$ cat src/hw/rtl/vucrp_pkg.sv
// Shared types and constants for the video unit CPU register port.
// Used by the register block, the sprite memory and the top level.
package vucrp_pkg;

	// Kind of input transaction
	typedef enum logic [1:0] {
		OP_READ  = 2'd0,
		OP_WRITE = 2'd1,
		OP_TICK  = 2'd2,
		OP_SRST  = 2'd3
	} op_t;

	// Register selects
	localparam logic [3:0] SEL_CTRL     = 4'd0;
	localparam logic [3:0] SEL_MASK     = 4'd1;
	localparam logic [3:0] SEL_STATUS   = 4'd2;
	localparam logic [3:0] SEL_OAM_ADDR = 4'd3;
	localparam logic [3:0] SEL_OAM_DATA = 4'd4;
	localparam logic [3:0] SEL_SCROLL   = 4'd5;
	localparam logic [3:0] SEL_ADDR     = 4'd6;
	localparam logic [3:0] SEL_DATA     = 4'd7;
	localparam logic [3:0] SEL_DMA      = 4'd8;

	localparam int SPR_AW = 8;

	localparam logic [16:0] WARMUP_RESET  = 17'd88974;
	localparam logic [16:0] TICK_MAX      = 17'h1FFFF;
	localparam logic [2:0]  STATUS_RESET  = 3'b101;
	localparam logic [2:0]  STATUS_VBLANK = 3'b100;
	localparam logic [15:0] PALETTE_LAST  = 16'h3EFF;
	localparam logic [15:0] STEP_ONE      = 16'd1;
	localparam logic [15:0] STEP_WIDE     = 16'd32;

	// Sprite memory access from the register block
	typedef struct packed {
		logic              we;
		logic              re;
		logic [SPR_AW-1:0] addr;
		logic [7:0]        wdata;
	} spr_req_t;

	// Result of one transaction; read_data is patched from the sprite
	// memory when spr_rd is set
	typedef struct packed {
		logic [7:0]  read_data;
		logic [13:0] next_vram_address;
		logic        vram_write_enable;
		logic [13:0] vram_write_address;
		logic [7:0]  vram_write_byte;
		logic        dma_request;
		logic [7:0]  dma_page;
		logic [7:0]  control_value;
		logic [7:0]  mask_value;
		logic [7:0]  scroll_x;
		logic [7:0]  scroll_y;
		logic        spr_rd;
	} res_t;

endpackage

$ cat src/hw/rtl/video_unit_cpu_register_port_unit.sv
// Video unit CPU register port: takes one transaction (register read or
// write, tick, soft reset) per clock unless the output stalls, and returns
// one result for each through stage s1 and an output register that holds
// the finished result while the next one sits in s1. All register state
// updates at acceptance; the sprite memory is a 256-byte synchronous RAM
// read at acceptance, so a sprite read result picks up its byte in stage
// s1. Sprite entries carry valid bits cleared by reset, so no clearing
// pass is needed. Depends on vucrp_pkg, vucrp_regs and vucrp_sprite_mem.
module video_unit_cpu_register_port_unit
	import vucrp_pkg::*;
(
	input  logic        clk,
	input  logic        arst_n,
	input  logic        s_tvalid,
	output logic        s_tready,
	// [7:0] write_data, [15:8] vram_data, [23:16] vram_mirror_data
	input  logic [23:0] s_tdata,
	// [1:0] operation, [5:2] reg_select
	input  logic [5:0]  s_tuser,
	output logic        m_tvalid,
	input  logic        m_tready,
	// [7:0] read_data, [21:8] next_vram_address, [35:22] vram_write_address,
	// [43:36] vram_write_byte, [51:44] dma_page, [59:52] control_value,
	// [67:60] mask_value, [75:68] scroll_x, [83:76] scroll_y, [87:84] zero
	output logic [87:0] m_tdata,
	// [0] vram_write_enable, [1] dma_request
	output logic [1:0]  m_tuser,
	input  logic        cfg_valid,
	output logic        cfg_ready,
	input  logic [16:0] cfg_data
);

	logic     s_acc;
	logic     s1_adv;
	logic     s1_valid_q;
	res_t     res;
	res_t     res_s1;
	res_t     out_q;
	logic     out_valid_q;
	spr_req_t spr_req;
	logic [7:0] spr_rdata;

	assign cfg_ready = 1'b1;

	// Stage s1 moves on when the output register is free or being drained
	assign s1_adv   = !out_valid_q || m_tready;
	assign s_tready = !s1_valid_q || s1_adv;
	assign s_acc    = s_tvalid && s_tready;

	vucrp_regs u_regs (
		.clk       (clk),
		.arst_n    (arst_n),
		.acc       (s_acc),
		.op        (op_t'(s_tuser[1:0])),
		.sel       (s_tuser[5:2]),
		.wd        (s_tdata[7:0]),
		.vd        (s_tdata[15:8]),
		.vmd       (s_tdata[23:16]),
		.cfg_we    (cfg_valid && cfg_ready),
		.cfg_wdata (cfg_data),
		.res       (res),
		.spr_req   (spr_req)
	);

	vucrp_sprite_mem u_spr (
		.clk    (clk),
		.arst_n (arst_n),
		.req    (spr_req),
		.rdata  (spr_rdata)
	);

	// Stage s1 control
	always_ff @(posedge clk or negedge arst_n) begin
		if (!arst_n) begin
			s1_valid_q <= 1'b0;
		end else if (s_tready) begin
			s1_valid_q <= s_tvalid;
		end
	end

	// Stage s1 payload
	always_ff @(posedge clk) begin
		if (s_acc) begin
			res_s1 <= res;
		end
	end

	// Output register control
	always_ff @(posedge clk or negedge arst_n) begin
		if (!arst_n) begin
			out_valid_q <= 1'b0;
		end else if (s1_adv) begin
			out_valid_q <= s1_valid_q;
		end
	end

	// Output register payload, with the sprite byte merged in
	always_ff @(posedge clk) begin
		if (s1_adv && s1_valid_q) begin
			out_q <= res_s1;
			if (res_s1.spr_rd) begin
				out_q.read_data <= spr_rdata;
			end
		end
	end

	assign m_tvalid = out_valid_q;
	assign m_tdata  = {4'h0, out_q.scroll_y, out_q.scroll_x, out_q.mask_value,
		out_q.control_value, out_q.dma_page, out_q.vram_write_byte,
		out_q.vram_write_address, out_q.next_vram_address, out_q.read_data};
	assign m_tuser  = {out_q.dma_request, out_q.vram_write_enable};

	// A sprite data read must land in s1 flagged for the memory byte
	a_spr_rd_s1: assert property (@(posedge clk) disable iff (!arst_n)
		s_acc && s_tuser[1:0] == OP_READ && s_tuser[5:2] == SEL_OAM_DATA
		|=> s1_valid_q && res_s1.spr_rd)
		else $error("sprite read not tracked into s1");

	// No transaction is taken while both stages are full and the sink stalls
	a_no_overrun: assert property (@(posedge clk) disable iff (!arst_n)
		s1_valid_q && out_valid_q && !m_tready |-> !s_acc)
		else $error("input accepted with pipeline full");

	// A result never stores to video memory and requests DMA at once
	a_one_side_effect: assert property (@(posedge clk) disable iff (!arst_n)
		out_valid_q |-> !(out_q.vram_write_enable && out_q.dma_request))
		else $error("store and DMA request in one result");

	// An accepted transaction occupies s1 in the next cycle
	a_s1_fill: assert property (@(posedge clk) disable iff (!arst_n)
		s_acc |=> s1_valid_q)
		else $error("accepted transaction lost");

endmodule

$ cat src/hw/rtl/vucrp_sprite_mem.sv
// 256-byte sprite memory: synchronous RAM with registered read and per-entry
// valid bits so that unwritten entries read as zero. Depends on vucrp_pkg.
module vucrp_sprite_mem
	import vucrp_pkg::*;
(
	input  logic       clk,
	input  logic       arst_n,
	input  spr_req_t   req,
	output logic [7:0] rdata
);

	logic [7:0]             mem [2**SPR_AW];
	logic [2**SPR_AW-1:0]   valid_q;
	logic [7:0]             rd_mem_q;
	logic                   rd_vld_q;

	// Mark entries as written
	always_ff @(posedge clk or negedge arst_n) begin
		if (!arst_n) begin
			valid_q <= '0;
		end else if (req.we) begin
			valid_q[req.addr] <= 1'b1;
		end
	end

	// Store bytes
	always_ff @(posedge clk) begin
		if (req.we) begin
			mem[req.addr] <= req.wdata;
		end
	end

	// Read port, held until the next read
	always_ff @(posedge clk) begin
		if (req.re) begin
			rd_mem_q <= mem[req.addr];
			rd_vld_q <= valid_q[req.addr];
		end
	end

	assign rdata = rd_vld_q ? rd_mem_q : 8'h00;

endmodule

$ cat src/hw/rtl/vucrp_regs.sv
// Register state of the port: control, mask, status, scroll, address, buffer,
// bus byte, tick counter and warm-up setting. Depends on vucrp_pkg.
module vucrp_regs
	import vucrp_pkg::*;
(
	input  logic        clk,
	input  logic        arst_n,
	input  logic        acc,
	input  op_t         op,
	input  logic [3:0]  sel,
	input  logic [7:0]  wd,
	input  logic [7:0]  vd,
	input  logic [7:0]  vmd,
	input  logic        cfg_we,
	input  logic [16:0] cfg_wdata,
	output res_t        res,
	output spr_req_t    spr_req
);

	logic [7:0]  control_q, control_d;
	logic [7:0]  mask_q, mask_d;
	logic [2:0]  status_q, status_d;
	logic [7:0]  spr_addr_q, spr_addr_d;
	logic        toggle_q, toggle_d;
	logic [15:0] scroll_q, scroll_d;
	logic [15:0] vaddr_q, vaddr_d;
	logic [7:0]  rbuf_q, rbuf_d;
	logic [7:0]  bus_q, bus_d;
	logic [16:0] tick_q, tick_d;
	logic [16:0] warmup_q;
	logic        warm;
	logic [15:0] step;

	assign warm = tick_q < warmup_q;
	assign step = control_q[2] ? STEP_WIDE : STEP_ONE;

	// Decode the transaction and form next state and result
	always_comb begin
		control_d = control_q;
		mask_d    = mask_q;
		status_d  = status_q;
		spr_addr_d = spr_addr_q;
		toggle_d  = toggle_q;
		scroll_d  = scroll_q;
		vaddr_d   = vaddr_q;
		rbuf_d    = rbuf_q;
		bus_d     = bus_q;
		tick_d    = tick_q;
		res       = '0;
		spr_req   = '0;
		spr_req.addr  = spr_addr_q;
		spr_req.wdata = wd;
		if (acc) begin
			unique case (op)
				OP_READ: begin
					unique case (sel)
						SEL_STATUS: begin
							res.read_data = {status_q, bus_q[4:0]};
							status_d = status_q & ~STATUS_VBLANK;
							toggle_d = 1'b0;
						end
						SEL_OAM_DATA: begin
							spr_req.re = 1'b1;
							res.spr_rd = 1'b1;
							spr_addr_d = spr_addr_q + 8'd1;
						end
						SEL_DATA: begin
							if (vaddr_q <= PALETTE_LAST) begin
								res.read_data = rbuf_q;
								rbuf_d = vd;
							end else begin
								res.read_data = vd;
								rbuf_d = vmd;
							end
							vaddr_d = vaddr_q + step;
						end
						SEL_CTRL, SEL_MASK, SEL_OAM_ADDR, SEL_SCROLL, SEL_ADDR: begin
							res.read_data = bus_q;
						end
						default: begin
							res.read_data = 8'h00;
						end
					endcase
				end
				OP_WRITE: begin
					bus_d = wd;
					unique case (sel)
						SEL_CTRL: begin
							if (!warm) control_d = wd;
						end
						SEL_MASK: begin
							if (!warm) mask_d = wd;
						end
						SEL_OAM_ADDR: begin
							spr_addr_d = wd;
						end
						SEL_OAM_DATA: begin
							spr_req.we = 1'b1;
							spr_addr_d = spr_addr_q + 8'd1;
						end
						SEL_SCROLL: begin
							if (!warm) begin
								if (!toggle_q) scroll_d = {scroll_q[15:8], wd};
								else           scroll_d = {wd, scroll_q[7:0]};
								toggle_d = ~toggle_q;
							end
						end
						SEL_ADDR: begin
							if (!warm) begin
								if (!toggle_q) vaddr_d = {wd, vaddr_q[7:0]};
								else           vaddr_d = {vaddr_q[15:8], wd};
								toggle_d = ~toggle_q;
							end
						end
						SEL_DATA: begin
							res.vram_write_enable  = 1'b1;
							res.vram_write_address = vaddr_q[13:0];
							res.vram_write_byte    = wd;
							vaddr_d = vaddr_q + step;
						end
						SEL_DMA: begin
							res.dma_request = 1'b1;
							res.dma_page    = wd;
						end
						default: begin
							bus_d = wd;
						end
					endcase
				end
				OP_TICK: begin
					if (tick_q != TICK_MAX) tick_d = tick_q + 17'd1;
				end
				OP_SRST: begin
					tick_d    = '0;
					control_d = '0;
					mask_d    = '0;
					toggle_d  = 1'b0;
					scroll_d  = '0;
					rbuf_d    = '0;
				end
			endcase
		end
		res.next_vram_address = vaddr_d[13:0];
		res.control_value     = control_d;
		res.mask_value        = mask_d;
		res.scroll_x          = scroll_d[7:0];
		res.scroll_y          = scroll_d[15:8];
	end

	// Commit state
	always_ff @(posedge clk or negedge arst_n) begin
		if (!arst_n) begin
			control_q  <= '0;
			mask_q     <= '0;
			status_q   <= STATUS_RESET;
			spr_addr_q <= '0;
			toggle_q   <= 1'b0;
			scroll_q   <= '0;
			vaddr_q    <= '0;
			rbuf_q     <= '0;
			bus_q      <= '0;
			tick_q     <= '0;
		end else begin
			control_q  <= control_d;
			mask_q     <= mask_d;
			status_q   <= status_d;
			spr_addr_q <= spr_addr_d;
			toggle_q   <= toggle_d;
			scroll_q   <= scroll_d;
			vaddr_q    <= vaddr_d;
			rbuf_q     <= rbuf_d;
			bus_q      <= bus_d;
			tick_q     <= tick_d;
		end
	end

	// Warm-up setting
	always_ff @(posedge clk or negedge arst_n) begin
		if (!arst_n) begin
			warmup_q <= WARMUP_RESET;
		end else if (cfg_we) begin
			warmup_q <= cfg_wdata;
		end
	end

endmodule

$ cat config.mk
export PLATFORM = sky130hd
export DESIGN_NAME = video_unit_cpu_register_port_unit
export DESIGN_NICKNAME = d
export VERILOG_FILES = /design/src/hw/rtl/vucrp_pkg.sv /design/src/hw/rtl/video_unit_cpu_register_port_unit.sv /design/src/hw/rtl/vucrp_sprite_mem.sv /design/src/hw/rtl/vucrp_regs.sv
export SDC_FILE = /design/constraint.sdc
export NUM_CORES = 2
export LEC_CHECK = 0
export BUFFER_PORTS_ARGS = -buffer_cell sky130_fd_sc_hd__buf_2
export CORE_MARGIN = 5
export CORE_UTILIZATION = 40
export CTS_CLUSTER_DIAMETER = 60
export DETAILED_ROUTE_END_ITERATION = 7
export PLACE_DENSITY = 0.67
export SLEW_MARGIN = 25
export SYNTH_ARGS = -nofsm -noshare
export SYNTH_HDL_FRONTEND = slang
export SYNTH_HIERARCHICAL = 1
export SYNTH_SLANG_ARGS = --single-unit
export TNS_END_PERCENT = 10
$ cat constraint.sdc
create_clock -name clk -period 5.1 [get_ports clk]
set_input_delay 0.255 -clock clk [delete_from_list [all_inputs] [get_ports clk]]
set_output_delay 0.255 -clock clk [all_outputs]
set_load 0.05 [all_outputs]
==> qor.yml <==
yosys:
  syn_area_um2: 101000
  synth_area_leader_cell: "edfxtp_1"
  yosysTopAreaCellShare_pct: 66.6
  yosys_warnings: 6
  synth_most_common_cell: "edfxtp_1"
  synth_edf_count: 2230
  ys_seq_elements: 2596
  synthTopCellsByArea: "edfxtp_1 67%, mux4_2 13%, dfrtp_1 8.8%"
  synth_cell_types: 80
  async_flop_share_pct: 14.1
  avgSynthCellArea_um2: 19.5
  ys_seq_area_share_pct: 75.7
  synth_top_flop_cell: "edfxtp_1"
  synth_cells: 5151
  synthTopCellsByCount: "2230 x edfxtp_1, 576 x mux4_2, 355 x dfrtp_1"
setup_path:
  cp.arrival_ps: 4710
  crit_fanout: 44
  endpoint_kind: "register"
  crit_chain: "buf_4, mux4_2, a22oi_1, a21oi_1, o41ai_1, nand4_1"
  crit_buf_inv: 1
  cp_slowest_cell: "dfrtp_4"
  worstPathRequired_ps: 5710
  crit_type: "reg2reg"
  max_stage_delay_ps: 960
  worst_setup_path_start_kind: "register"
  critPathTopFamily: "compound AO/OA/AOI/OAI gates"
grt:
  grtUsageTotal_pct: 18.4
  gr-total-overflow: 0
  grt_pass1_vias: 52500
  antenna_found_initial: 9
  grt_pass1_wl_um: 363000
  grt_start_max_net_pins: 189
final_layout:
  fill_cells: 20600
  finalNetCount: 5636
  final_area_um2: 116000
  drive_gt1_share_pct: 28.4
  syn2layout_area_growth_pct: 15.1
power:
  p_int_mw: 38.1
  power_density_nw_per_um2: 440
  p_comb_share_pct: 15.9
  p_sw_mw: 12.8
  seq_power_share_pct: 46.2
  clock_power_share_pct: 37.9
  power_leakage_nw: 39.1
  ir_drop_mv: 0.394
  p_sw_share_pct: 25.2
sta:
  setup_viol: 0
  postLayoutSetupSlackWorst_ps: 993
  slew_viol_final: 0
  finalCritPeriodShare_pct: 80.5
  fin_setup_tns_ps: 0
  worst_pin_slew_ps: 1150
  min_period_ps: 4110
  worst_hold_slack_ps: 150
  hold_violations: 0
  slew_headroom_pct: 23.5
  fmax_ghz: 0.244
  rsz0062_at_grt: "no"
  skew_ps: 72.1
floorplanning:
  io_pins: 145
  fp-row-count: 184
  start_util_pct: 40.1
  die_width_um: 511
  die_h_um: 511
  die-area_um2: 261000
  coreArea_um2: 251000
route:
  viasPerCell: 5.75
  wl_per_cell_um: 26.9
  vias: 52400
  routed_wl_um: 245000
  antenna_left: 0
  drt_iter0_markers: 6186
  dr.pass1.iters: 8
  drc: 0
cts:
  clk_pin_slew_worst_paths_ps: 60
  post_cts_buffers: 0
  clockBufferDepth: 4
  htree_levels: 5
  cts_tree: "yes"
  cts.root.buffer_cell: "clkbuf_16"
  cts_made_buffers: 281
  clk_latency_ps: 930
  ctsHoldBuffers: 94
  ctsResizeCount: 0
  cts.sinks: 2596
hold_path:
  hp-class: "in2reg"
placement:
  post-place-ws_ps: 900
  gp_congestion: 0.870
  buffer_ports.inserted: 139
  postPlaceCellArea_um2: 106000
  hpwl_um: 144000
flow_run:
  drv_cap: 0
outcome:
  status: "complete, no violations"
==> flip-flops by register name, summed over array words and instances (netlist names), 2 cells and up <==
name / flops
m_tdata: 84
m_tuser: 2
res_s1: 87
u_regs/bus_q: 8
u_regs/control_q: 8
u_regs/mask_q: 8
u_regs/rbuf_q: 8
u_regs/scroll_q: 16
u_regs/spr_addr_q: 8
u_regs/tick_q: 17
u_regs/vaddr_q: 16
u_regs/warmup_q: 17
u_spr/mem: 2048
u_spr/rd_mem_q: 8
u_spr/valid_q: 256
==> power groups by stage <==
stage | Sequential (mW) | Clock, mW | Combinational, mW
floorplan | 24.0 | 0 | 5.44
global placement | 23.9 | 0 | 7.94
detailed placement | 23.9 | 0 | 8.00
CTS | 23.5 | 19.6 | 8.11
global route | 23.5 | 20.6 | 8.53
finish | 23.5 | 19.3 | 8.07
==> worst reg2reg max path, delay by kind of cell (launching register included) <==
family | cells | cell delay [ps]
AOI/OAI and AO/OA | 3 | 1560
DFF | 1 | 960
buffers and inverters | 1 | 700
muxes | 1 | 450
and+or+nand+nor | 1 | 160
==> through the flow <==
step	power, mW	utilization (%)	cells
detailed placement	31.9	42.3	8532
global placement	31.9	42.3	8528
floorplan	29.4	-	5154
CTS	51.3	46.1	9114
global route	52.6	46.2	9116
finish	50.9	46.2	9121
==> routing by layer <==
layer | part of all wire (%) | vias up | routed length [µm] | GRT usage (%)
met5 | 0.011 | - | 27 | 0
met4 | 3.0 | 4 | 7320 | 5.55
met3 | 9.0 | 470 | 22200 | 4.06
met2 | 47 | 2560 | 116000 | 28.7
met1 | 41 | 27700 | 99900 | 26.1
li1 | - | 21600 | - | -
==> area by class of cell <==
type | count | area (µm²) | area share (%)
clock inverters | 96 | 863 | 0.746
diodes | 6 | 15.0 | 0.0130
flip-flops and latches | 2596 | 76100 | 65.8
multi-input cells | 2217 | 23000 | 19.9
repair buffers | 438 | 3630 | 3.13
clock buffers | 392 | 7800 | 6.74
inverters | 28 | 105 | 0.0908
well taps | 3348 | 4190 | 3.62
==> worst paths after layout <==
path / from / end / slack, ps / cells after the start
worst max-delay path: u_regs/spr_addr_q[1] / u_spr/rd_mem_q[3] / 990 / 6
worst min-delay path: s_tdata[15] / res_s1[86] / 150 / 4
worst max register to register: u_regs/spr_addr_q[1] / u_spr/rd_mem_q[3] / 990 / 6
worst min register to register: res_s1[70] / m_tdata[13] / 400 / 0
max in group asynchronous: arst_n / u_spr/valid_q[251] / 3650 / 4
min in group asynchronous: arst_n / u_spr/valid_q[170] / 360 / 3
==> cell families after synthesis <==
kind of cell / share of synthesized area, %
buf+inv: 1.52
other cells: 0.00747
flops: 75.7
xor+xnor: 0.174
mux: 13.3
fa+ha+maj: 0.274
compound gates: 4.59
simple gates: 4.41
==> placed cells by master, fill, tap and decap left out, types with 39 or more instances in the layout <==
cell | netlist | final
mux4_2 | 576 | 576
dlygate4sd3_1 | 0 | 93
buf_2 | 71 | 131
or2_2 | 259 | 258
clkbuf_16 | 0 | 285
buf_4 | 27 | 177
o21ai_0 | 60 | 60
and2_1 | 42 | 39
clkbuf_1 | 170 | 80
a21oi_1 | 189 | 188
edfxtp_1 | 2230 | 2230
dfrtp_1 | 355 | 353
nand2_1 | 132 | 131
nor2_1 | 302 | 295
a22oi_1 | 294 | 294
nor3_1 | 41 | 41
(Power assumes the default switching activity.)
